===== config.mk =====
export PLATFORM = sky130hd
export DESIGN_NAME = lru_key_value_cache_flat
export DESIGN_NICKNAME = d
export VERILOG_FILES = /design/src/design/lkv_pkg.sv /design/src/design/lkv_if.sv /design/src/design/lkv_dir.sv /design/src/design/lru_key_value_cache.sv /design/src/flat_wrapper.sv
export SDC_FILE = /design/constraint.sdc
export NUM_CORES = 1
export LEC_CHECK = 0
export BUFFER_PORTS_ARGS = -buffer_cell sky130_fd_sc_hd__buf_2
export CAP_MARGIN = 20
export CORE_UTILIZATION = 63
export DETAILED_ROUTE_END_ITERATION = 16
export PLACE_DENSITY = 0.91
export SYNTH_ARGS = -nofsm -noshare
export SYNTH_HDL_FRONTEND = slang
export SYNTH_SLANG_ARGS = --single-unit

===== constraint.sdc =====
create_clock -name i_clk -period 7.7 [get_ports i_clk]
set_clock_uncertainty 0.05 [all_clocks]
set_input_delay 0.385 -clock i_clk [delete_from_list [all_inputs] [get_ports i_clk]]
set_output_delay 0.385 -clock i_clk [all_outputs]
set_load 0.1 [all_outputs]

===== src/design/lkv_pkg.sv =====
// Package for the LRU key-value cache: port widths, register reset value,
// operation codes and the controller state type. No dependencies.
package lkv_pkg;

    localparam int KEY_PORT_W   = 32;
    localparam int VALUE_PORT_W = 32;
    localparam int CAP_W        = 4;

    localparam logic [CAP_W-1:0] CAP_RESET = 4'd8;

    localparam logic KIND_GET = 1'b0;
    localparam logic KIND_PUT = 1'b1;

    typedef enum logic [2:0] {
        ST_IDLE = 3'b001,
        ST_LOOK = 3'b010,
        ST_RESP = 3'b100
    } t_state;

endpackage


===== src/design/lkv_if.sv =====
// Request and response channel interfaces of the LRU key-value cache.
// Depends on lkv_pkg for the payload widths.
interface lkv_req_if import lkv_pkg::*; ();
    logic                    valid;
    logic                    ready;
    logic                    kind;
    logic [KEY_PORT_W-1:0]   key;
    logic [VALUE_PORT_W-1:0] value;

    modport source (output valid, kind, key, value, input ready);
    modport sink   (input valid, kind, key, value, output ready);
endinterface

interface lkv_rsp_if import lkv_pkg::*; ();
    logic                    valid;
    logic                    ready;
    logic                    hit;
    logic [VALUE_PORT_W-1:0] read_value;
    logic                    evicted;

    modport source (output valid, hit, read_value, evicted, input ready);
    modport sink   (input valid, hit, read_value, evicted, output ready);
endinterface


===== src/design/lkv_dir.sv =====
// Key directory of the LRU key-value cache: stored keys, recency ranks and
// entry count, with parallel match, victim choice and rank update.
// Depends on lkv_pkg.
module lkv_dir import lkv_pkg::*; #(
    parameter int ENTRIES = 8,
    parameter int KEY_W   = 32,
    parameter int IDX_W   = $clog2(ENTRIES),
    parameter int CNT_W   = $clog2(ENTRIES + 1)
) (
    input  logic             i_clk,
    input  logic             i_rst_n,
    input  logic             i_lookup,
    input  logic             i_kind,
    input  logic [KEY_W-1:0] i_key,
    input  logic [CNT_W-1:0] i_cap,
    output logic             o_hit,
    output logic             o_evict,
    output logic [IDX_W-1:0] o_slot
);

    logic [KEY_W-1:0] r_keys [ENTRIES];
    logic [IDX_W-1:0] r_rank [ENTRIES];
    logic [IDX_W-1:0] n_rank [ENTRIES];
    logic [CNT_W-1:0] r_count;

    logic             hit;
    logic             victim_found;
    logic [IDX_W-1:0] hit_idx;
    logic [IDX_W-1:0] victim_idx;
    logic [IDX_W-1:0] last_rank;
    logic [IDX_W-1:0] old_rank;
    logic             fill;
    logic             evict;
    logic             touch;
    logic [IDX_W-1:0] slot;
    logic             valid_j;

    assign last_rank = IDX_W'(r_count - CNT_W'(1));

    always_comb begin
        hit          = 1'b0;
        hit_idx      = '0;
        victim_found = 1'b0;
        victim_idx   = '0;
        for (int j = 0; j < ENTRIES; j++) begin
            if (CNT_W'(j) < r_count) begin
                if (!hit && r_keys[j] == i_key) begin
                    hit     = 1'b1;
                    hit_idx = IDX_W'(j);
                end
                if (!victim_found && r_rank[j] == last_rank) begin
                    victim_found = 1'b1;
                    victim_idx   = IDX_W'(j);
                end
            end
        end
    end

    assign fill  = !hit && (i_kind == KIND_PUT) && (r_count < i_cap);
    assign evict = !hit && (i_kind == KIND_PUT) && !fill;
    assign touch = hit || evict;
    assign slot  = hit ? hit_idx : (fill ? IDX_W'(r_count) : victim_idx);
    assign old_rank = r_rank[slot];

    always_comb begin
        valid_j = 1'b0;
        for (int j = 0; j < ENTRIES; j++) begin
            valid_j   = CNT_W'(j) < r_count;
            n_rank[j] = r_rank[j];
            if (IDX_W'(j) == slot && (touch || fill)) begin
                n_rank[j] = '0;
            end else if (valid_j && (fill || (touch && r_rank[j] < old_rank))) begin
                n_rank[j] = r_rank[j] + IDX_W'(1);
            end
        end
    end

    always_ff @(posedge i_clk) begin
        if (!i_rst_n) begin
            r_count <= '0;
            for (int j = 0; j < ENTRIES; j++) begin
                r_rank[j] <= '0;
            end
        end else if (i_lookup) begin
            for (int j = 0; j < ENTRIES; j++) begin
                r_rank[j] <= n_rank[j];
            end
            if (fill) begin
                r_count <= r_count + CNT_W'(1);
            end
        end
    end

    always_ff @(posedge i_clk) begin
        if (i_lookup && (fill || evict)) begin
            r_keys[slot] <= i_key;
        end
    end

    assign o_hit   = hit;
    assign o_evict = evict;
    assign o_slot  = slot;

endmodule


===== src/design/lru_key_value_cache.sv =====
// LRU key-value cache, top level. A request is captured; in the lookup
// state the directory lookup and the value memory access happen together;
// the response state registers the result to the output and can take a new
// request unless the output is stalled. Reset clears the entry count, recency
// ranks and controller; capacity returns to 8. Key and value storage is not
// cleared; no clearing pass. Depends on lkv_pkg, lkv_if and lkv_dir.
module lru_key_value_cache import lkv_pkg::*; #(
    parameter int ENTRIES    = 8,
    parameter int KEY_BITS   = 32,
    parameter int VALUE_BITS = 32
) (
    input  logic             i_clk,
    input  logic             i_rst_n,
    input  logic             i_cfg_we,
    input  logic [CAP_W-1:0] i_cfg_wdata,
    lkv_req_if.sink          i_req,
    lkv_rsp_if.source        o_rsp
);

    localparam int IDX_W = $clog2(ENTRIES);
    localparam int CNT_W = $clog2(ENTRIES + 1);
    localparam int CMP_W = (CNT_W > CAP_W) ? CNT_W : CAP_W;
    localparam int KEY_W = (KEY_BITS < KEY_PORT_W) ? KEY_BITS : KEY_PORT_W;
    localparam int VAL_W = (VALUE_BITS < VALUE_PORT_W) ? VALUE_BITS : VALUE_PORT_W;

    t_state             r_state;
    logic [CAP_W-1:0]   r_cap;
    logic               r_kind;
    logic [KEY_W-1:0]   r_key;
    logic [VAL_W-1:0]   r_value;
    logic               r_hit;
    logic               r_evict;
    logic [VAL_W-1:0]   r_rdata;
    logic               r_out_valid;
    logic               r_out_hit;
    logic [VAL_W-1:0]   r_out_value;
    logic               r_out_evict;
    logic [VAL_W-1:0]   r_mem [ENTRIES];

    logic               out_free;
    logic               ready;
    logic               accept;
    logic               lookup;
    logic [CMP_W-1:0]   cap_wide;
    logic [CNT_W-1:0]   eff_cap;
    logic               dir_hit;
    logic               dir_evict;
    logic [IDX_W-1:0]   dir_slot;

    assign cap_wide = CMP_W'(r_cap);
    always_comb begin
        if (r_cap == '0) begin
            eff_cap = CNT_W'(1);
        end else if (cap_wide > CMP_W'(ENTRIES)) begin
            eff_cap = CNT_W'(ENTRIES);
        end else begin
            eff_cap = CNT_W'(cap_wide);
        end
    end

    assign out_free = !r_out_valid || o_rsp.ready;
    assign ready    = (r_state == ST_IDLE) || (r_state == ST_RESP && out_free);
    assign accept   = i_req.valid && ready;
    assign lookup   = (r_state == ST_LOOK);

    lkv_dir #(
        .ENTRIES (ENTRIES),
        .KEY_W   (KEY_W),
        .IDX_W   (IDX_W),
        .CNT_W   (CNT_W)
    ) u_dir (
        .i_clk    (i_clk),
        .i_rst_n  (i_rst_n),
        .i_lookup (lookup),
        .i_kind   (r_kind),
        .i_key    (r_key),
        .i_cap    (eff_cap),
        .o_hit    (dir_hit),
        .o_evict  (dir_evict),
        .o_slot   (dir_slot)
    );

    always_ff @(posedge i_clk) begin
        if (!i_rst_n) begin
            r_state     <= ST_IDLE;
            r_cap       <= CAP_RESET;
            r_out_valid <= 1'b0;
        end else begin
            if (i_cfg_we) begin
                r_cap <= i_cfg_wdata;
            end
            if (r_state == ST_RESP && out_free) begin
                r_out_valid <= 1'b1;
            end else if (o_rsp.ready) begin
                r_out_valid <= 1'b0;
            end
            case (r_state)
                ST_IDLE: begin
                    if (accept) begin
                        r_state <= ST_LOOK;
                    end
                end
                ST_LOOK: begin
                    r_state <= ST_RESP;
                end
                ST_RESP: begin
                    if (out_free) begin
                        r_state <= accept ? ST_LOOK : ST_IDLE;
                    end
                end
                default: begin
                    r_state <= ST_IDLE;
                end
            endcase
        end
    end

    // capture request, lookup results and response outputs
    always_ff @(posedge i_clk) begin
        if (accept) begin
            r_kind  <= i_req.kind;
            r_key   <= i_req.key[KEY_W-1:0];
            r_value <= i_req.value[VAL_W-1:0];
        end
        if (lookup) begin
            r_hit   <= dir_hit;
            r_evict <= dir_evict;
        end
        if (r_state == ST_RESP && out_free) begin
            r_out_hit   <= r_hit;
            r_out_value <= (r_kind == KIND_GET && r_hit) ? r_rdata : '0;
            r_out_evict <= r_evict;
        end
    end

    // value memory: write on put, registered read on get
    always_ff @(posedge i_clk) begin
        if (lookup) begin
            if (r_kind == KIND_PUT) begin
                r_mem[dir_slot] <= r_value;
            end else begin
                r_rdata <= r_mem[dir_slot];
            end
        end
    end

    assign i_req.ready      = ready;
    assign o_rsp.valid      = r_out_valid;
    assign o_rsp.hit        = r_out_hit;
    assign o_rsp.read_value = VALUE_PORT_W'(r_out_value);
    assign o_rsp.evicted    = r_out_evict;

endmodule

===== src/flat_wrapper.sv =====
// flat-port wrapper written by rule: the top's interface ports become plain ports
module lru_key_value_cache_flat import lkv_pkg::*;
#(
    parameter int ENTRIES    = 8,
    parameter int KEY_BITS   = 32,
    parameter int VALUE_BITS = 32
)
  (i_clk, i_rst_n, i_cfg_we, i_cfg_wdata, i_req_valid, i_req_kind, i_req_key, i_req_value, i_req_ready, o_rsp_valid, o_rsp_hit, o_rsp_read_value, o_rsp_evicted, o_rsp_ready);
  lkv_req_if i_req_i ();
  lkv_rsp_if o_rsp_i ();
  input  logic i_clk;
  input  logic i_rst_n;
  input  logic i_cfg_we;
  input  logic [CAP_W-1:0] i_cfg_wdata;
  input wire logic [$bits(i_req_i.valid)-1:0] i_req_valid;
  input wire logic [$bits(i_req_i.kind)-1:0] i_req_kind;
  input wire logic [$bits(i_req_i.key)-1:0] i_req_key;
  input wire logic [$bits(i_req_i.value)-1:0] i_req_value;
  output wire logic [$bits(i_req_i.ready)-1:0] i_req_ready;
  output wire logic [$bits(o_rsp_i.valid)-1:0] o_rsp_valid;
  output wire logic [$bits(o_rsp_i.hit)-1:0] o_rsp_hit;
  output wire logic [$bits(o_rsp_i.read_value)-1:0] o_rsp_read_value;
  output wire logic [$bits(o_rsp_i.evicted)-1:0] o_rsp_evicted;
  input wire logic [$bits(o_rsp_i.ready)-1:0] o_rsp_ready;
  assign i_req_i.valid = i_req_valid;
  assign i_req_i.kind = i_req_kind;
  assign i_req_i.key = i_req_key;
  assign i_req_i.value = i_req_value;
  assign i_req_ready = i_req_i.ready;
  assign o_rsp_valid = o_rsp_i.valid;
  assign o_rsp_hit = o_rsp_i.hit;
  assign o_rsp_read_value = o_rsp_i.read_value;
  assign o_rsp_evicted = o_rsp_i.evicted;
  assign o_rsp_i.ready = o_rsp_ready;
  lru_key_value_cache #(.ENTRIES(ENTRIES), .KEY_BITS(KEY_BITS), .VALUE_BITS(VALUE_BITS)) u_core (.i_clk(i_clk), .i_rst_n(i_rst_n), .i_cfg_we(i_cfg_we), .i_cfg_wdata(i_cfg_wdata), .i_req(i_req_i), .o_rsp(o_rsp_i));
endmodule

==> results of run 1 <==
-- metal layers --
| metal | track usage | up-vias |
|---|---|---|
| li1 | - | 7263 |
| met1 | 0.388 | 8419 |
| met2 | 0.519 | 1210 |
| met3 | 0.0614 | 216 |
| met4 | 0.151 | 2 |
| met5 | 0 | - |
-- registers in the layout, indices dropped and copies added, names as in the netlist --
name and count:
u_core.r_rdata 32, u_core.o_rsp.valid 1, u_core.o_rsp.read_value 32, u_core.u_dir.r_count 4
u_core.r_mem 256, u_core.r_state 3, u_core.r_key 32, u_core.o_rsp.evicted 1
u_core.o_rsp.hit 1, u_core.r_evict 1, u_core.r_value 32, u_core.r_hit 1
u_core.u_dir.r_rank 24, u_core.u_dir.r_keys 256, u_core.cap_wide 4, u_core.r_kind 1
-- layout by cell type (no fill, tap or decap), drive strengths merged, types with 4 or more instances in the layout --
| cell | count |
|---|---|
| edfxtp | 669 |
| xnor2 | 185 |
| buf | 149 |
| xor2 | 103 |
| and2 | 103 |
| a211oi | 102 |
| clkbuf | 81 |
| mux2i | 78 |
| dlygate4sd3 | 69 |
| nor2 | 69 |
| nand4 | 54 |
| a21oi | 46 |
| nor4 | 37 |
| a21o | 33 |
| clkinv | 26 |
| nor3 | 24 |
| nand2 | 24 |
| o21ai | 23 |
| ha | 22 |
| inv | 22 |
| nand3 | 18 |
| dfxtp | 12 |
| o211ai | 12 |
| or3 | 10 |
| nand2b | 9 |
| a31o | 8 |
| o221a | 7 |
| a2bb2oi | 7 |
| nor3b | 4 |
| or4 | 4 |
| clkinvlp | 4 |
| nor2b | 4 |
-- power breakdown --
group / switching (uW) / internal [uW] / leakage, uW / total, uW
Clock: 1410 / 1720 / 0.000992 / 3130
Sequential: 117 / 4130 / 0.00618 / 4240
Combinational: 165 / 137 / 0.00339 / 302
Total: 1690 / 5980 / 0.0106 / 7670
-- cell families after synthesis --
family / Yosys count
compound gates: 254
xor+xnor: 290
fa+ha+maj: 22
buf+inv: 114
flops: 681
mux: 80
simple gates: 374
-- how the worst min path moves through the flow --
stage,startpoint,slack (ns),end,cells after the start
floorplan,u_core.r_evict$_DFFE_PN_,0.35,u_core.o_rsp.evicted$_DFFE_PP_,0
global route,i_cfg_we,0.06,u_core.cap_wide[3]$_SDFFE_PN1P_,2
finish,i_cfg_we,0.04,u_core.cap_wide[3]$_SDFFE_PN1P_,2
CTS,i_cfg_we,0.02,u_core.cap_wide[3]$_SDFFE_PN1P_,2
global placement,u_core.cap_wide[0]$_SDFFE_PN0P_,0.45,u_core.cap_wide[0]$_SDFFE_PN0P_,2
detailed placement,u_core.r_rdata[30]$_DFFE_PP_,0.45,u_core.o_rsp.read_value[30]$_SDFFCE_PN0P_,1
-- final cells by class --
class | count | area, um^2 | share of cell area
clock inverters | 34 | 269 | 0.00828
inverters | 20 | 75.1 | 0.00231
flip-flops and latches | 681 | 20300 | 0.625
well taps | 592 | 741 | 0.0228
repair buffers | 218 | 1580 | 0.0485
multi-input cells | 1020 | 7740 | 0.238
clock buffers | 81 | 1770 | 0.0545
-- per-stage QoR --
step                instances  worst slack [ns]  total power, uW
floorplan                1815              2.60             4460
global placement         2460              1.98             4560
detailed placement       2461              1.88             4580
CTS                      2645              1.81             7640
global route             2646              1.44             7840
finish                   2646              1.76             7670
-- worst reg2reg max path: stages (launching register included) --
cell and delay (ns):
dfxtp_1 0.75, inv_1 0.20, ha_1 0.65, xnor2_1 0.21
or3_1 0.39, o22a_1 0.21, a31oi_1 0.17, a22o_1 0.23
o211ai_1 0.11, buf_4 0.36, and2_1 0.29, a211oi_1 0.20
a211oi_1 0.08, a31oi_1 0.75, ha_1 0.38, a31o_2 0.24
a2bb2oi_1 0.35
-- what timing repair did --
action                    in CTS  in global routing
hold endpoints to repair      69                  0
resized for setup              0                  0
hold buffers                  69                  0
setup buffers                  0                  0
==> impl_metrics.toml, run 1 <==
[critical_path]
r2r_slack_ns = 1.76
crit_buf_inv = 2
crit_type = "reg2reg"
cp-end-kind = "flip-flop"
worst_r2r_path_depth = 16
endpoint = "u_core.u_dir.r_rank[1][0]$_SDFFCE_PP0P_"
startpoint_type = "flip-flop"
path_delay_family = "compound AO/OA/AOI/OAI gates"
worstPathRequired_ns = 7.92
cp.arrival_ns = 6.16
reg2reg_from = "u_core.u_dir.r_count[0]$_SDFFE_PN0P_"
path_cells = "inv_1 > ha_1 > xnor2_1 > or3_1 > o22a_1 > a31oi_1 > a22o_1 > o211ai_1 > buf_4 > and2_1 > a211oi_1 > a211oi_1 > a31oi_1 > ha_1 > a31o_2 > a2bb2oi_1"
slowest_stage = "dfxtp_1"
critPathMaxFanout = 69
path_depth = 16
slowest_delay_ns = 0.75
crit_start = "u_core.u_dir.r_count[0]$_SDFFE_PN0P_"
reg2reg_to = "u_core.u_dir.r_rank[1][0]$_SDFFCE_PP0P_"

[timing]
fin_setup_tns_ns = 0
finalHoldViolCount = 0
layout_min_cycle_time_ns = 5.94
final-max-slew-violation-count = 0
setup_viol = 0
rsz0062_at_grt = "false"
fin_crit_sh = 0.772
holdWs_ns = 0.0375
fmax_ghz = 0.168
slew_headroom = 0.272
tightest_slew_ns = 1.09

[clocking]
clock-root-buffer = "clkbuf_16"
clock_path_buffers = 3
clkTransAtPathRegs_ns = 0.06
htreeDepth = 3
cts_buffers = 68
cts_tree = "built"
clk_latency_ns = 0.62
cts_sinks = 681

[routing]
dr.pass1.iters = 6
routed_wl_um = 70900
vias = 17100
wl_met2_um = 35500
avgRoutedWirePerCell_um = 26.8
drt-vias-per-instance = 6.47
first_iter_violations = 2245
post-route-drc-count = 0
wl_met1_um = 25700
antenna_left = 0
route.met3.wl_um = 6900
routed.top_layer = "met5"

[place]
dp_hpwl_um = 39200
place_area_mm2 = 0.0297
place.gp.congestion = 0.957
port_buffers = 109

[pwr]
power.leakage_uw = 0.0106
power_density_mw_per_mm2 = 236
vdd_drop_max_v = 0.000219

[die]
design.core.area_mm2 = 0.0445
fp.dieW_um = 215
die_area_mm2 = 0.0462
start_util = 0.642
io_pins = 110
rows = 77
die_h_um = 215

[logic_synthesis]
synth_area_leaders = "edfxtp_1 70%, xnor2_1 5.7%, xor2_1 3.1%, mux2i_1 2.7%, a211oi_1 2.7%"
synth_top_area_cell = "edfxtp_1"
synth_seq_cells = 681
synth_cell_types = 63
yosys.area.top_type_share = 0.703
yosysMostFrequentCell = "edfxtp_1"
synth_fa_ha_area_frac = 0.00963
avgSynthCellArea_um2 = 15.7
synthSimpleGateAreaFrac = 0.0731
seq_area_frac_synth = 0.712
synthFlopType = "edfxtp_1"
syn_nets = 1911
async_flop_share = 0
synth_compound_area_frac = 0.0651
ys_top_cells_by_count = "669 x edfxtp_1, 185 x xnor2_1, 103 x and2_1"
muxShareOfSynthArea = 0.0286
yosys_warnings = 0
netlist_area_mm2 = 0.0286
synth_top_family_by_area = "XOR/XNOR gates"
netlist_instances = 1815
synth_edf_count = 669
synth_xor_area_frac = 0.0906

[grt]
grt_usage = 0.310
antenna_found_initial = 1
grt_pass1_vias = 17500
grt_pass1_wl_um = 106000
grt_max_degree = 81
grt-ovfl-total = 0

[status]
outcome = "complete, no violations"

[layout]
final_nets = 2105
drive_gt1_frac = 0.145
post-route-util = 0.730
final_area_mm2 = 0.0325
n_antenna_cell = 0
fill_cells = 2500
syn2layout_area_growth_pct = 13.8

[hold_path]
min_path_type = "in2reg"

[job]
cap_violations = 0
Power figures use the tool's default switching activity.
==> run 2, diff against run 1 <==
- CORE_UTILIZATION: 63 -> 56
- PLACE_DENSITY: 0.91 -> 0.86
- clock period: 7.7 -> 5.09 ns (I/O delays scaled with it)
==> run 2 against run 1 <==
Combinational power rose by 83%. Utilization shrank 6.4 points. Non-clock buffer count up 64.
==> impl_metrics.toml, run 2 (same netlist as run 1, synthesis figures left out) <==
[status]
outcome = "complete, no violations"

[critical_path]
slowest_stage = "nor4_1"
worst_r2r_path_depth = 15
cp-end-kind = "flip-flop"
reg2reg_to = "u_core.u_dir.r_rank[3][1]$_SDFFCE_PP0P_"
slowest_delay_ns = 0.68
crit_type = "reg2reg"
reg2reg_from = "u_core.r_key[15]$_DFFE_PP_"
r2r_slack_ns = 0.24
cp.arrival_ns = 5.07
worstPathRequired_ns = 5.31
cpMostUsedCell = "buf_4"
startpoint_type = "flip-flop"
path_cells = "buf_4 > xor2_1 > nor4_1 > nand4_1 > or4_1 > and2_1 > o211a_4 > mux2i_1 > a211oi_1 > a31oi_1 > buf_4 > ha_1 > or3_1 > a31o_2 > a2bb2oi_1"
critPathMaxFanout = 9

[timing]
finalHoldViolCount = 0
final-max-slew-violation-count = 0
fin_crit_sh = 0.953
fin_setup_tns_ns = 0
slew_headroom = 0.376
rsz0062_at_grt = "false"
tightest_slew_ns = 0.929
setup_viol = 0
fmax_ghz = 0.206
layout_min_cycle_time_ns = 4.85

[pwr]
power_density_mw_per_mm2 = 356
p_comb_frac = 0.046
p_int_uw = 9380
power.leakage_uw = 0.0110
p_seq_frac = 0.533
clkPwrFrac = 0.420
power.net_switching_uw = 2540
power.share.switching = 0.213
vdd_drop_max_v = 0.000346

[place]
dp_hpwl_um = 39900
port_buffers = 109
place_area_mm2 = 0.0305
place.gp.congestion = 0.917

[routing]
drt-vias-per-instance = 6.02
vias = 16800
post-route-drc-count = 0
dr.pass1.iters = 6
antenna_left = 0
routed_wl_um = 67600
first_iter_violations = 1915
avgRoutedWirePerCell_um = 24.2

[hold_path]
whs_path_depth = 2
hold_path_startpoint = "i_rst_n"
holdPathEnd = "u_core.r_state[0]$_SDFFE_PN1P_"
min_path_type = "in2reg"

[job]
cap_violations = 0

[layout]
final_common_cell = "edfxtp_1"
drive_gt1_frac = 0.168
n_antenna_cell = 0
final_nets = 2170
fill_cells = 3216
syn2layout_area_growth_pct = 17.2
final_area_mm2 = 0.0335
reg_top3 = "u_core.r_mem (256), u_core.u_dir.r_keys (256)"
mostFrequentLayoutCells = "669 x edfxtp_1, 185 x xnor2_1, 109 x buf_2"

[clocking]
cts_tree = "built"
cts_sinks = 681
cts_buffers = 69
clk_latency_ns = 0.61
clock-root-buffer = "clkbuf_16"
htreeDepth = 3
clkTransAtPathRegs_ns = 0.06
clock_path_buffers = 3

[die]
design.core.area_mm2 = 0.0503
rows = 82
start_util = 0.568
io_pins = 110
die_h_um = 228
die_area_mm2 = 0.0519
fp.dieW_um = 228

[grt]
grt-ovfl-total = 0
antenna_found_initial = 0
grt_max_degree = 133
grt_pass1_vias = 17500
grt_pass1_wl_um = 103000
grt_usage = 0.262
run 2: cell types whose count changed in the layout (fill, tap and decap cells not counted), sizes merged:
cell	delta
bufinv	+5
clkinv	-2
dlygate4sd3	+7
buf	+57
inv	+1
clkbuf	+3
clkinvlp	-3
run 2: power groups by stage:
stage / Combinational, uW / Sequential (uW) / Clock [uW]
global placement: 474 / 6460 / 0
detailed placement: 491 / 6470 / 0
floorplan: 316 / 6430 / 0
finish: 554 / 6350 / 5010
CTS: 542 / 6350 / 5030
global route: 592 / 6360 / 5270
run 2: area by class of cell:
type,count,area [um^2],share of cell area
Sequential cell,681,20300,0.607
Tap cell,672,841,0.0251
Clock buffer,84,1800,0.0539
Inverter,20,75.1,0.00224
Timing Repair Buffer,282,2270,0.0677
Multi-Input combinational cell,1020,7750,0.232
Clock inverter,35,415,0.0124
run 2: per-layer routing:
metal | routed length, um | share of wire | GRT usage | vias up
met4 | 2740 | 0.041 | 0.113 | 0
met3 | 4540 | 0.067 | 0.0383 | 178
li1 | - | - | - | 7405
met1 | 26300 | 0.39 | 0.332 | 8371
met5 | 0 | 0 | 0 | -
met2 | 34000 | 0.50 | 0.451 | 873
run 2: worst max-delay path, delay by kind of cell, from the launching register on:
| family | cells | cell delay, ns |
|---|---|---|
| simple gates | 5 | 2.07 |
| compound gates | 5 | 1.07 |
| flops | 1 | 0.43 |
| buf+inv | 2 | 0.41 |
| fa+ha+maj | 1 | 0.20 |
| xor+xnor | 1 | 0.15 |
| mux | 1 | 0.13 |
run 2: how the worst max path moves through the flow:
stage / startpoint / end / slack [ns] / depth (start not counted)
global route: u_core.u_dir.r_count[1]$_SDFFE_PN0P_ / u_core.u_dir.r_rank[1][0]$_SDFFCE_PP0P_ / 0.03 / 14
global placement: u_core.r_key[30]$_DFFE_PP_ / u_core.u_dir.r_rank[0][2]$_SDFFCE_PP0P_ / 0.31 / 14
detailed placement: u_core.r_key[30]$_DFFE_PP_ / u_core.u_dir.r_rank[1][1]$_SDFFCE_PP0P_ / 0.18 / 12
floorplan: u_core.u_dir.r_count[0]$_SDFFE_PN0P_ / u_core.r_mem[4][0]$_DFFE_PP_ / 0.12 / 15
CTS: u_core.r_key[30]$_DFFE_PP_ / u_core.u_dir.r_rank[1][0]$_SDFFCE_PP0P_ / 0.13 / 12
finish: u_core.r_key[15]$_DFFE_PP_ / u_core.u_dir.r_rank[3][1]$_SDFFCE_PP0P_ / 0.24 / 15
run 2: through the flow:
step	std cells	setup WS [ns]	hold slack, ns	total power, uW	util
after floorplan	1815	0.116	0.303	6740	-
after global placement	2596	0.314	0.362	6940	0.606
after detailed placement	2596	0.184	0.359	6960	0.606
after CTS	2791	0.135	0.000116	11900	0.665
after global routing	2794	0.0282	0.0207	12200	0.666
final	2794	0.239	0.00710	11900	0.666
run 2: what timing repair did:
item | CTS | global route
endpoints found under the hold margin | 72 | 0
setup buffers | 0 | 3
hold buffers | 76 | 0
resized for setup | 0 | 1
endpoints found under the setup margin | 0 | 17
